<file path="config.mk">
export PLATFORM = sky130hd
export DESIGN_NAME = double_ended_queue_unit
export DESIGN_NICKNAME = d
export VERILOG_FILES = /design/src/sv/deq_pkg.sv /design/src/sv/double_ended_queue_unit.sv /design/src/sv/deq_ram.sv /design/src/sv/deq_datapath.sv /design/src/sv/deq_ctrl.sv
export SDC_FILE = /design/constraint.sdc
export NUM_CORES = 1
export LEC_CHECK = 0
export CAP_MARGIN = 20
export CORE_MARGIN = 10
export CORE_UTILIZATION = 30
export CTS_CLUSTER_DIAMETER = 100
export DETAILED_ROUTE_END_ITERATION = 10
export DONT_BUFFER_PORTS = 1
export GPL_TIMING_DRIVEN = 0
export HOLD_SLACK_MARGIN = 0.08
export PLACE_DENSITY = 0.4
export SLEW_MARGIN = 20
export SYNTH_ARGS = -nofsm -noshare
export SYNTH_HDL_FRONTEND = slang
export SYNTH_SLANG_ARGS = --single-unit
</file>
<file path="constraint.sdc">
create_clock -name aclk -period 7.2 [get_ports aclk]
set_input_delay 0.36 -clock aclk [delete_from_list [all_inputs] [get_ports aclk]]
set_output_delay 0.36 -clock aclk [all_outputs]
set_load 0.05 [all_outputs]
</file>
<file path="src/sv/deq_pkg.sv">
// Shared types and constants for the double-ended queue unit.
// Holds operation and status codes, stream widths and the
// command and status structs between controller and datapath. No dependencies.
package deq_pkg;

    // Default ring depth.
    localparam int DEPTH_DEFAULT = 16;

    // Field widths.
    localparam int OP_W     = 3;
    localparam int DATA_W   = 32;
    localparam int STATUS_W = 2;
    localparam int OCC_W    = 5;

    // Stream data widths, padded to whole bytes.
    localparam int S_TDATA_W = 40;
    localparam int M_TDATA_W = 40;

    // Operation codes.
    typedef enum logic [OP_W-1:0] {
        OP_PUSH_FRONT = 3'd0,
        OP_PUSH_BACK  = 3'd1,
        OP_POP_FRONT  = 3'd2,
        OP_POP_BACK   = 3'd3,
        OP_REMOVE     = 3'd4
    } op_t;

    // Result status codes.
    typedef enum logic [STATUS_W-1:0] {
        ST_OK    = 2'd0,
        ST_EMPTY = 2'd1,
        ST_FULL  = 2'd2
    } status_t;

    // Datapath commands issued by the controller.
    typedef enum logic [3:0] {
        CMD_NONE       = 4'd0,
        CMD_CAPTURE    = 4'd1,
        CMD_PUSH_FRONT = 4'd2,
        CMD_PUSH_BACK  = 4'd3,
        CMD_READ_FRONT = 4'd4,
        CMD_READ_BACK  = 4'd5,
        CMD_POP_FRONT  = 4'd6,
        CMD_POP_BACK   = 4'd7,
        CMD_SCAN_START = 4'd8,
        CMD_SCAN_STEP  = 4'd9,
        CMD_SCAN_END   = 4'd10,
        CMD_RESULT     = 4'd11
    } cmd_code_t;

    // Command bundle from controller to datapath.
    typedef struct packed {
        cmd_code_t code;
        logic      set_status;
        status_t   status;
    } dp_cmd_t;

    // Status bundle from datapath to controller.
    typedef struct packed {
        logic [OP_W-1:0] op;
        logic            empty;
        logic            full;
        logic            scan_done;
        logic            out_free;
    } dp_sts_t;

endpackage

</file>
<file path="src/sv/double_ended_queue_unit.sv">
// Double-ended queue unit: push/pop at either end and remove-all-equal.
// Each item is captured and executed; pops then wait for their RAM read and removal runs
// a compaction scan with one RAM read per entry, before the result is loaded. One item
// is in flight at a time; a result held by m_tready low keeps the next result from loading.
// Synchronous active-low reset empties the queue; entries themselves are not cleared.
module double_ended_queue_unit
    import deq_pkg::*;
#(
    parameter int DEPTH = DEPTH_DEFAULT
) (
    input  logic                 aclk,
    input  logic                 aresetn,
    input  logic                 s_tvalid,
    output logic                 s_tready,
    input  logic [S_TDATA_W-1:0] s_tdata,  // [2:0] operation, [34:3] value, [39:35] zero
    output logic                 m_tvalid,
    input  logic                 m_tready,
    output logic [M_TDATA_W-1:0] m_tdata   // [1:0] status, [33:2] popped_value,
                                           // [38:34] occupancy, [39] zero
);

    dp_cmd_t cmd;
    dp_sts_t sts;

    // Sequencing of each item.
    deq_ctrl u_ctrl (
        .aclk    (aclk),
        .aresetn (aresetn),
        .s_tvalid(s_tvalid),
        .s_tready(s_tready),
        .sts     (sts),
        .cmd     (cmd)
    );

    // Storage, pointers and the result register.
    deq_datapath #(
        .DEPTH(DEPTH)
    ) u_datapath (
        .aclk    (aclk),
        .aresetn (aresetn),
        .s_tdata (s_tdata),
        .m_tvalid(m_tvalid),
        .m_tready(m_tready),
        .m_tdata (m_tdata),
        .cmd     (cmd),
        .sts     (sts)
    );

endmodule

</file>
<file path="src/sv/deq_ram.sv">
// Generic single-port-write, single-port-read RAM with registered read data.
// Parameters set word width and depth. No dependencies.
module deq_ram #(
    parameter int WIDTH = 32,
    parameter int DEPTH = 16
) (
    input  logic                     aclk,
    input  logic                     wr_en,
    input  logic [$clog2(DEPTH)-1:0] wr_addr,
    input  logic [WIDTH-1:0]         wr_data,
    input  logic [$clog2(DEPTH)-1:0] rd_addr,
    output logic [WIDTH-1:0]         rd_data
);

    logic [WIDTH-1:0] mem [DEPTH];
    logic [WIDTH-1:0] rd_data_reg;

    // Write port and registered read port.
    always_ff @(posedge aclk) begin
        if (wr_en) begin
            mem[wr_addr] <= wr_data;
        end
        rd_data_reg <= mem[rd_addr];
    end

    assign rd_data = rd_data_reg;

endmodule

</file>
<file path="src/sv/deq_datapath.sv">
// Datapath of the double-ended queue: ring pointers, entry count, the entry
// RAM, the compaction scan counters and the result output register.
// Depends on deq_pkg and deq_ram.
module deq_datapath
    import deq_pkg::*;
#(
    parameter int DEPTH = DEPTH_DEFAULT
) (
    input  logic                 aclk,
    input  logic                 aresetn,
    input  logic [S_TDATA_W-1:0] s_tdata,
    output logic                 m_tvalid,
    input  logic                 m_tready,
    output logic [M_TDATA_W-1:0] m_tdata,
    input  dp_cmd_t              cmd,
    output dp_sts_t              sts
);

    localparam int IDX_W = $clog2(DEPTH);
    localparam int CNT_W = $clog2(DEPTH + 1);
    localparam logic [IDX_W:0]   RING_LEN = (IDX_W + 1)'(DEPTH);
    localparam logic [IDX_W-1:0] LAST_IDX = IDX_W'(DEPTH - 1);
    localparam logic [CNT_W-1:0] FULL_CNT = CNT_W'(DEPTH);

    // Offset a ring position, wrapping at the ring length.
    function automatic logic [IDX_W-1:0] ring_add(input logic [IDX_W-1:0] base,
                                                  input logic [IDX_W-1:0] off);
        logic [IDX_W:0] sum;
        sum = {1'b0, base} + {1'b0, off};
        if (sum >= RING_LEN) begin
            sum = sum - RING_LEN;
        end
        return sum[IDX_W-1:0];
    endfunction

    // State and payload registers.
    logic [OP_W-1:0]   op_reg, op_next;
    logic [DATA_W-1:0] value_reg, value_next;
    logic [DATA_W-1:0] popped_reg, popped_next;
    status_t           status_reg, status_next;
    logic [IDX_W-1:0]  front_reg, front_next;
    logic [CNT_W-1:0]  count_reg, count_next;
    logic [CNT_W-1:0]  rd_idx_reg, rd_idx_next;
    logic [CNT_W-1:0]  kept_reg, kept_next;
    logic              pend_reg, pend_next;
    logic              m_tvalid_reg, m_tvalid_next;
    logic [M_TDATA_W-1:0] m_tdata_reg, m_tdata_next;

    // RAM interface.
    logic              wr_en;
    logic [IDX_W-1:0]  wr_addr;
    logic [DATA_W-1:0] wr_data;
    logic [IDX_W-1:0]  rd_addr;
    logic [DATA_W-1:0] rd_data;

    logic [CNT_W-1:0]       back_off;
    logic [IDX_W-1:0]       front_dec;
    logic [OCC_W+CNT_W-1:0] occ_wide;

    deq_ram #(
        .WIDTH(DATA_W),
        .DEPTH(DEPTH)
    ) u_ram (
        .aclk   (aclk),
        .wr_en  (wr_en),
        .wr_addr(wr_addr),
        .wr_data(wr_data),
        .rd_addr(rd_addr),
        .rd_data(rd_data)
    );

    assign back_off  = count_reg - CNT_W'(1);
    assign front_dec = (front_reg == '0) ? LAST_IDX : front_reg - IDX_W'(1);
    assign occ_wide  = {{OCC_W{1'b0}}, count_reg};

    // Command decode and next-state logic.
    always_comb begin
        op_next       = op_reg;
        value_next    = value_reg;
        popped_next   = popped_reg;
        status_next   = status_reg;
        front_next    = front_reg;
        count_next    = count_reg;
        rd_idx_next   = rd_idx_reg;
        kept_next     = kept_reg;
        pend_next     = pend_reg;
        m_tdata_next  = m_tdata_reg;
        m_tvalid_next = m_tvalid_reg & ~m_tready;
        wr_en         = 1'b0;
        wr_addr       = front_reg;
        wr_data       = value_reg;
        rd_addr       = front_reg;

        if (cmd.set_status) begin
            status_next = cmd.status;
        end

        case (cmd.code)
            CMD_CAPTURE: begin
                op_next     = s_tdata[OP_W-1:0];
                value_next  = s_tdata[OP_W+DATA_W-1:OP_W];
                popped_next = '0;
            end
            CMD_PUSH_FRONT: begin
                wr_en      = 1'b1;
                wr_addr    = front_dec;
                front_next = front_dec;
                count_next = count_reg + CNT_W'(1);
            end
            CMD_PUSH_BACK: begin
                wr_en      = 1'b1;
                wr_addr    = ring_add(front_reg, count_reg[IDX_W-1:0]);
                count_next = count_reg + CNT_W'(1);
            end
            CMD_READ_FRONT: begin
                rd_addr = front_reg;
            end
            CMD_READ_BACK: begin
                rd_addr = ring_add(front_reg, back_off[IDX_W-1:0]);
            end
            CMD_POP_FRONT: begin
                popped_next = rd_data;
                front_next  = ring_add(front_reg, IDX_W'(1));
                count_next  = back_off;
            end
            CMD_POP_BACK: begin
                popped_next = rd_data;
                count_next  = back_off;
            end
            CMD_SCAN_START: begin
                rd_idx_next = '0;
                kept_next   = '0;
                pend_next   = 1'b0;
            end
            CMD_SCAN_STEP: begin
                // Issue the next read while the previous entry comes back.
                if (rd_idx_reg < count_reg) begin
                    rd_addr     = ring_add(front_reg, rd_idx_reg[IDX_W-1:0]);
                    rd_idx_next = rd_idx_reg + CNT_W'(1);
                    pend_next   = 1'b1;
                end else begin
                    pend_next = 1'b0;
                end
                // Survivors are moved down to the next kept slot.
                if (pend_reg && (rd_data != value_reg)) begin
                    wr_en     = 1'b1;
                    wr_addr   = ring_add(front_reg, kept_reg[IDX_W-1:0]);
                    wr_data   = rd_data;
                    kept_next = kept_reg + CNT_W'(1);
                end
            end
            CMD_SCAN_END: begin
                count_next = kept_reg;
            end
            CMD_RESULT: begin
                m_tdata_next  = {{(M_TDATA_W - STATUS_W - DATA_W - OCC_W){1'b0}},
                                 occ_wide[OCC_W-1:0], popped_reg, status_reg};
                m_tvalid_next = 1'b1;
            end
            default: begin
            end
        endcase
    end

    // Control registers.
    always_ff @(posedge aclk) begin
        if (!aresetn) begin
            front_reg    <= '0;
            count_reg    <= '0;
            pend_reg     <= 1'b0;
            m_tvalid_reg <= 1'b0;
        end else begin
            front_reg    <= front_next;
            count_reg    <= count_next;
            pend_reg     <= pend_next;
            m_tvalid_reg <= m_tvalid_next;
        end
    end

    // Payload registers.
    always_ff @(posedge aclk) begin
        op_reg      <= op_next;
        value_reg   <= value_next;
        popped_reg  <= popped_next;
        status_reg  <= status_next;
        rd_idx_reg  <= rd_idx_next;
        kept_reg    <= kept_next;
        m_tdata_reg <= m_tdata_next;
    end

    // Status toward the controller.
    assign sts.op        = op_reg;
    assign sts.empty     = (count_reg == '0);
    assign sts.full      = (count_reg == FULL_CNT);
    assign sts.scan_done = (rd_idx_reg == count_reg) && !pend_reg;
    assign sts.out_free  = !m_tvalid_reg || m_tready;

    assign m_tvalid = m_tvalid_reg;
    assign m_tdata  = m_tdata_reg;

endmodule

</file>
<file path="src/sv/deq_ctrl.sv">
// Controller state machine of the double-ended queue. Sequences one item
// through execute, pop read wait or compaction scan, and result load.
// Depends on deq_pkg.
module deq_ctrl
    import deq_pkg::*;
(
    input  logic    aclk,
    input  logic    aresetn,
    input  logic    s_tvalid,
    output logic    s_tready,
    input  dp_sts_t sts,
    output dp_cmd_t cmd
);

    typedef enum logic [4:0] {
        S_IDLE     = 5'b00001,
        S_EXEC     = 5'b00010,
        S_POP_WAIT = 5'b00100,
        S_SCAN     = 5'b01000,
        S_RESULT   = 5'b10000
    } state_t;

    state_t state_reg, state_next;

    // Next state and command decode.
    always_comb begin
        state_next     = state_reg;
        cmd.code       = CMD_NONE;
        cmd.set_status = 1'b0;
        cmd.status     = ST_OK;
        s_tready       = 1'b0;

        case (state_reg)
            S_IDLE: begin
                s_tready = 1'b1;
                if (s_tvalid) begin
                    cmd.code   = CMD_CAPTURE;
                    state_next = S_EXEC;
                end
            end
            S_EXEC: begin
                cmd.set_status = 1'b1;
                state_next     = S_RESULT;
                case (sts.op) inside
                    OP_PUSH_FRONT, OP_PUSH_BACK: begin
                        if (sts.full) begin
                            cmd.status = ST_FULL;
                        end else if (sts.op == OP_PUSH_FRONT) begin
                            cmd.code = CMD_PUSH_FRONT;
                        end else begin
                            cmd.code = CMD_PUSH_BACK;
                        end
                    end
                    OP_POP_FRONT, OP_POP_BACK: begin
                        if (sts.empty) begin
                            cmd.status = ST_EMPTY;
                        end else begin
                            cmd.code   = (sts.op == OP_POP_FRONT) ? CMD_READ_FRONT
                                                                  : CMD_READ_BACK;
                            state_next = S_POP_WAIT;
                        end
                    end
                    OP_REMOVE: begin
                        if (sts.empty) begin
                            cmd.status = ST_EMPTY;
                        end else begin
                            cmd.code   = CMD_SCAN_START;
                            state_next = S_SCAN;
                        end
                    end
                    default: begin
                        // Unused operation codes leave the queue untouched.
                        cmd.status = ST_OK;
                    end
                endcase
            end
            S_POP_WAIT: begin
                cmd.code   = (sts.op == OP_POP_FRONT) ? CMD_POP_FRONT : CMD_POP_BACK;
                state_next = S_RESULT;
            end
            S_SCAN: begin
                if (sts.scan_done) begin
                    cmd.code   = CMD_SCAN_END;
                    state_next = S_RESULT;
                end else begin
                    cmd.code = CMD_SCAN_STEP;
                end
            end
            S_RESULT: begin
                if (sts.out_free) begin
                    cmd.code   = CMD_RESULT;
                    state_next = S_IDLE;
                end
            end
            default: begin
                state_next = S_IDLE;
            end
        endcase
    end

    // State register.
    always_ff @(posedge aclk) begin
        if (!aresetn) begin
            state_reg <= S_IDLE;
        end else begin
            state_reg <= state_next;
        end
    end

endmodule
</file>
==> results.cfg <==
[logic_synthesis]
postSynthCellCount = 1801
synth-async-reset-ratio_pct = 0
ys_ff_latch = 678
ys_top_cells_by_count = 630 x edfxtp_1, 199 x o211ai_1, 90 x inv_1
synth-edff-count = 630
synthTopCellsByArea = edfxtp_1 68%, o211ai_1 5.4%, mux2_2 3.5%
netlist.area_leader.share_pct = 68.1
synth.most_common_cell = edfxtp_1
synth_nets = 1874
synth.distinct_cells = 66
yosysWarnings = 0
ys_seq_area_share_pct = 71.5
synth_top_cell_by_area = edfxtp_1
synthesis.area_mm2 = 0.0278
ys.flop_type = edfxtp_1
syn_avg_cell_area_um2 = 15.4

[drt]
wl_per_cell_um = 27.6
dr.pass1.iters = 5
routed-via-count = 16600
remaining_drc_errors = 0
via_per_inst = 5.06
detail-route-antenna-nets = 0
drtIter0Drc = 1472
routed_wirelength_um = 90600

[placement]
place_congestion = 0.807
dpl_cell_area_mm2 = 0.0302
hpwl_um = 62300
dpl_worst_slack_ns = 1.84
io_buffers = 0

[timing]
setup_violations = 0
hold_viol = 0
worstMarginPinSlew_ns = 1.09
period_minus_slack_ns = 5.42
rsz0062_at_grt = false
relSlewSlack_pct = 27.3
whs_ns = 0.209
fin_ws_ns = 1.78
drv_slew = 0
clock_skew_ns = 0.0325
fmax_ghz = 0.184
fin_tns_setup_ns = 0
min_period_over_period_pct = 75.3

[floorplanning]
dieArea_mm2 = 0.105
initial_core_util_pct = 30.3
rows = 111
die_w_um = 324
core_mm2 = 0.0918
die_h_um = 324
io_pins = 86

[power]
internal-power_mw = 6.70
power.share.combinational_pct = 3.5
switching_power_mw = 1.91
pwr-share-clk_pct = 45.2
switching_share_pct = 22.1
ir_drop_v = 0.000144
seqPwrFrac_pct = 51.3
leakage_nw = 10.6
cellPowerDensity_mw_per_mm2 = 260

[setup_path]
critical_path.max_fanout = 17
crit_chain = xnor2_1 > nand4_1 > nor4_1 > a21oi_1 > clkbuf_1 > mux2i_1 > nor3_1 > nand2_1 > nor2_4 > buf_12
max_stage_delay_ns = 0.74
slowest_stage = nor4_1
worst-setup-path-type = reg -> reg
critPathCaptureType = flip-flop
start_kind = flip-flop
worstPathArrival_ns = 5.73
crit_required_ns = 7.51

[clock_network]
clkSinkCount = 678
cts_tree = done
clock_tree.buffer_depth = 3
cts_buffers = 79
path_clk_slew_ns = 0.06
cts_root_buf = clkbuf_16
worst_skew_pair.late_latency_ns = 0.64
cts_resized = 0
postCtsSetupRepairBufs = 0
cts.htree.levels = 3

[grt]
grt_use_total_pct = 16.8
grt_max_degree = 33
antenna_found_initial = 3
gr-total-overflow = 0
grt_pass1_vias = 16800
grt_pass1_wl_um = 128000

[cells_and_area]
fin_area_mm2 = 0.0331
fin_nets = 2052
fin_util_pct = 36.1
nFillCells = 8726
largest_reg_flops = 512
final_layout_size_suffix_gt1_share_pct = 16.7
syn_to_final_growth_pct = 19.1

[run_status]
status = finished clean

[flow_run]
cap_violations = 0

[min_path]
hold_path.class = in -> reg
## cell families after synthesis
logic type	share of synthesized area (%)
other cells	0.0135
simple gates	4.97
buf+inv	3.19
flops	71.5
mux	6.42
fa+ha+maj	1.41
xor+xnor	1.70
compound gates	10.8
## path summary, 6_finish.rpt
check / to / from / slack [ns] / depth (start not counted)
max: u_datapath.u_ram.mem[1][9]$_DFFE_PP_ / u_datapath.value_reg[28]$_DFFE_PP_ / 1.78 / 10
min: u_ctrl.state_reg[0]$_SDFFE_PN1P_ / aresetn / 0.21 / 2
max reg2reg: u_datapath.u_ram.mem[1][9]$_DFFE_PP_ / u_datapath.value_reg[28]$_DFFE_PP_ / 1.78 / 10
min reg2reg: u_datapath.m_tdata[0]$_DFFE_PP_ / u_datapath.status_reg[0]$_SDFFCE_PN0P_ / 0.42 / 0
## metal layers
layer	share of wire [%]	GRT usage (%)
met5	0	0
met1	46	23.4
met2	47	26.8
met3	5.3	2.96
met4	1.7	3.82
## repair_timing
item / 4_1_cts / 5_1_grt
hold endpoints to repair: 43 / 0
endpoints found under the setup margin: 0 / 0
hold buffers: 38 / 0
## cell usage in the layout (no fill, tap or decap), types with 13 or more instances in the layout
master	netlist	layout
a21oi_1	80	80
inv_1	90	89
nor2_1	32	24
buf_4	6	42
a221o_1	63	63
clkbuf_1	64	82
o211ai_1	199	199
and2_1	37	37
dlygate4sd3_1	0	38
edfxtp_1	630	630
ha_1	25	25
dfxtp_1	48	48
clkinv_2	0	15
nand2_1	80	79
buf_2	36	36
nand2b_1	13	13
xnor2_1	47	47
nand4_1	41	41
mux2_2	87	87
o21ai_0	14	14
clkbuf_16	0	80
mux2i_1	68	68
nand3_1	13	13
## final cells by class
cell class | count | area (µm²) | share of cell area [%]
Inverter | 90 | 340 | 1.03
Tap cell | 1243 | 1560 | 4.70
Multi-Input combinational cell | 917 | 7150 | 21.6
Sequential cell | 678 | 19900 | 60.1
Antenna cell | 1 | 2.50 | 0.00756
Buffer | 116 | 549 | 1.66
Clock buffer | 110 | 2220 | 6.72
Clock inverter | 36 | 279 | 0.843
Timing Repair Buffer | 97 | 1120 | 3.38
## worst max-delay path: cells and delay by family (launching register included)
kind | cells | cell delay (ns)
DFF | 1 | 0.41
buffers and inverters | 2 | 0.69
AOI/OAI and AO/OA | 1 | 0.36
muxes | 1 | 0.23
and+or+nand+nor | 5 | 2.79
xor gates and xnor gates | 1 | 0.58
## power groups by stage
stage / logic [mW] / registers, mW / clock network [mW]
5_1_grt: 0.323 / 4.42 / 4.14
4_1_cts: 0.304 / 4.42 / 3.99
3_3_place_gp: 0.271 / 4.50 / 0
2_1_floorplan: 0.157 / 4.48 / 0
6_report: 0.299 / 4.42 / 3.89
3_5_place_dp: 0.285 / 4.50 / 0
## per-stage QoR
step           cells  total power [mW]
2_1_floorplan   1801              4.64
5_1_grt         3288              8.89
3_5_place_dp    3103              4.78
4_1_cts         3287              8.71
3_3_place_gp    3044              4.77
6_report        3288              8.61
No activity file was read; power rests on OpenSTA's default activity.
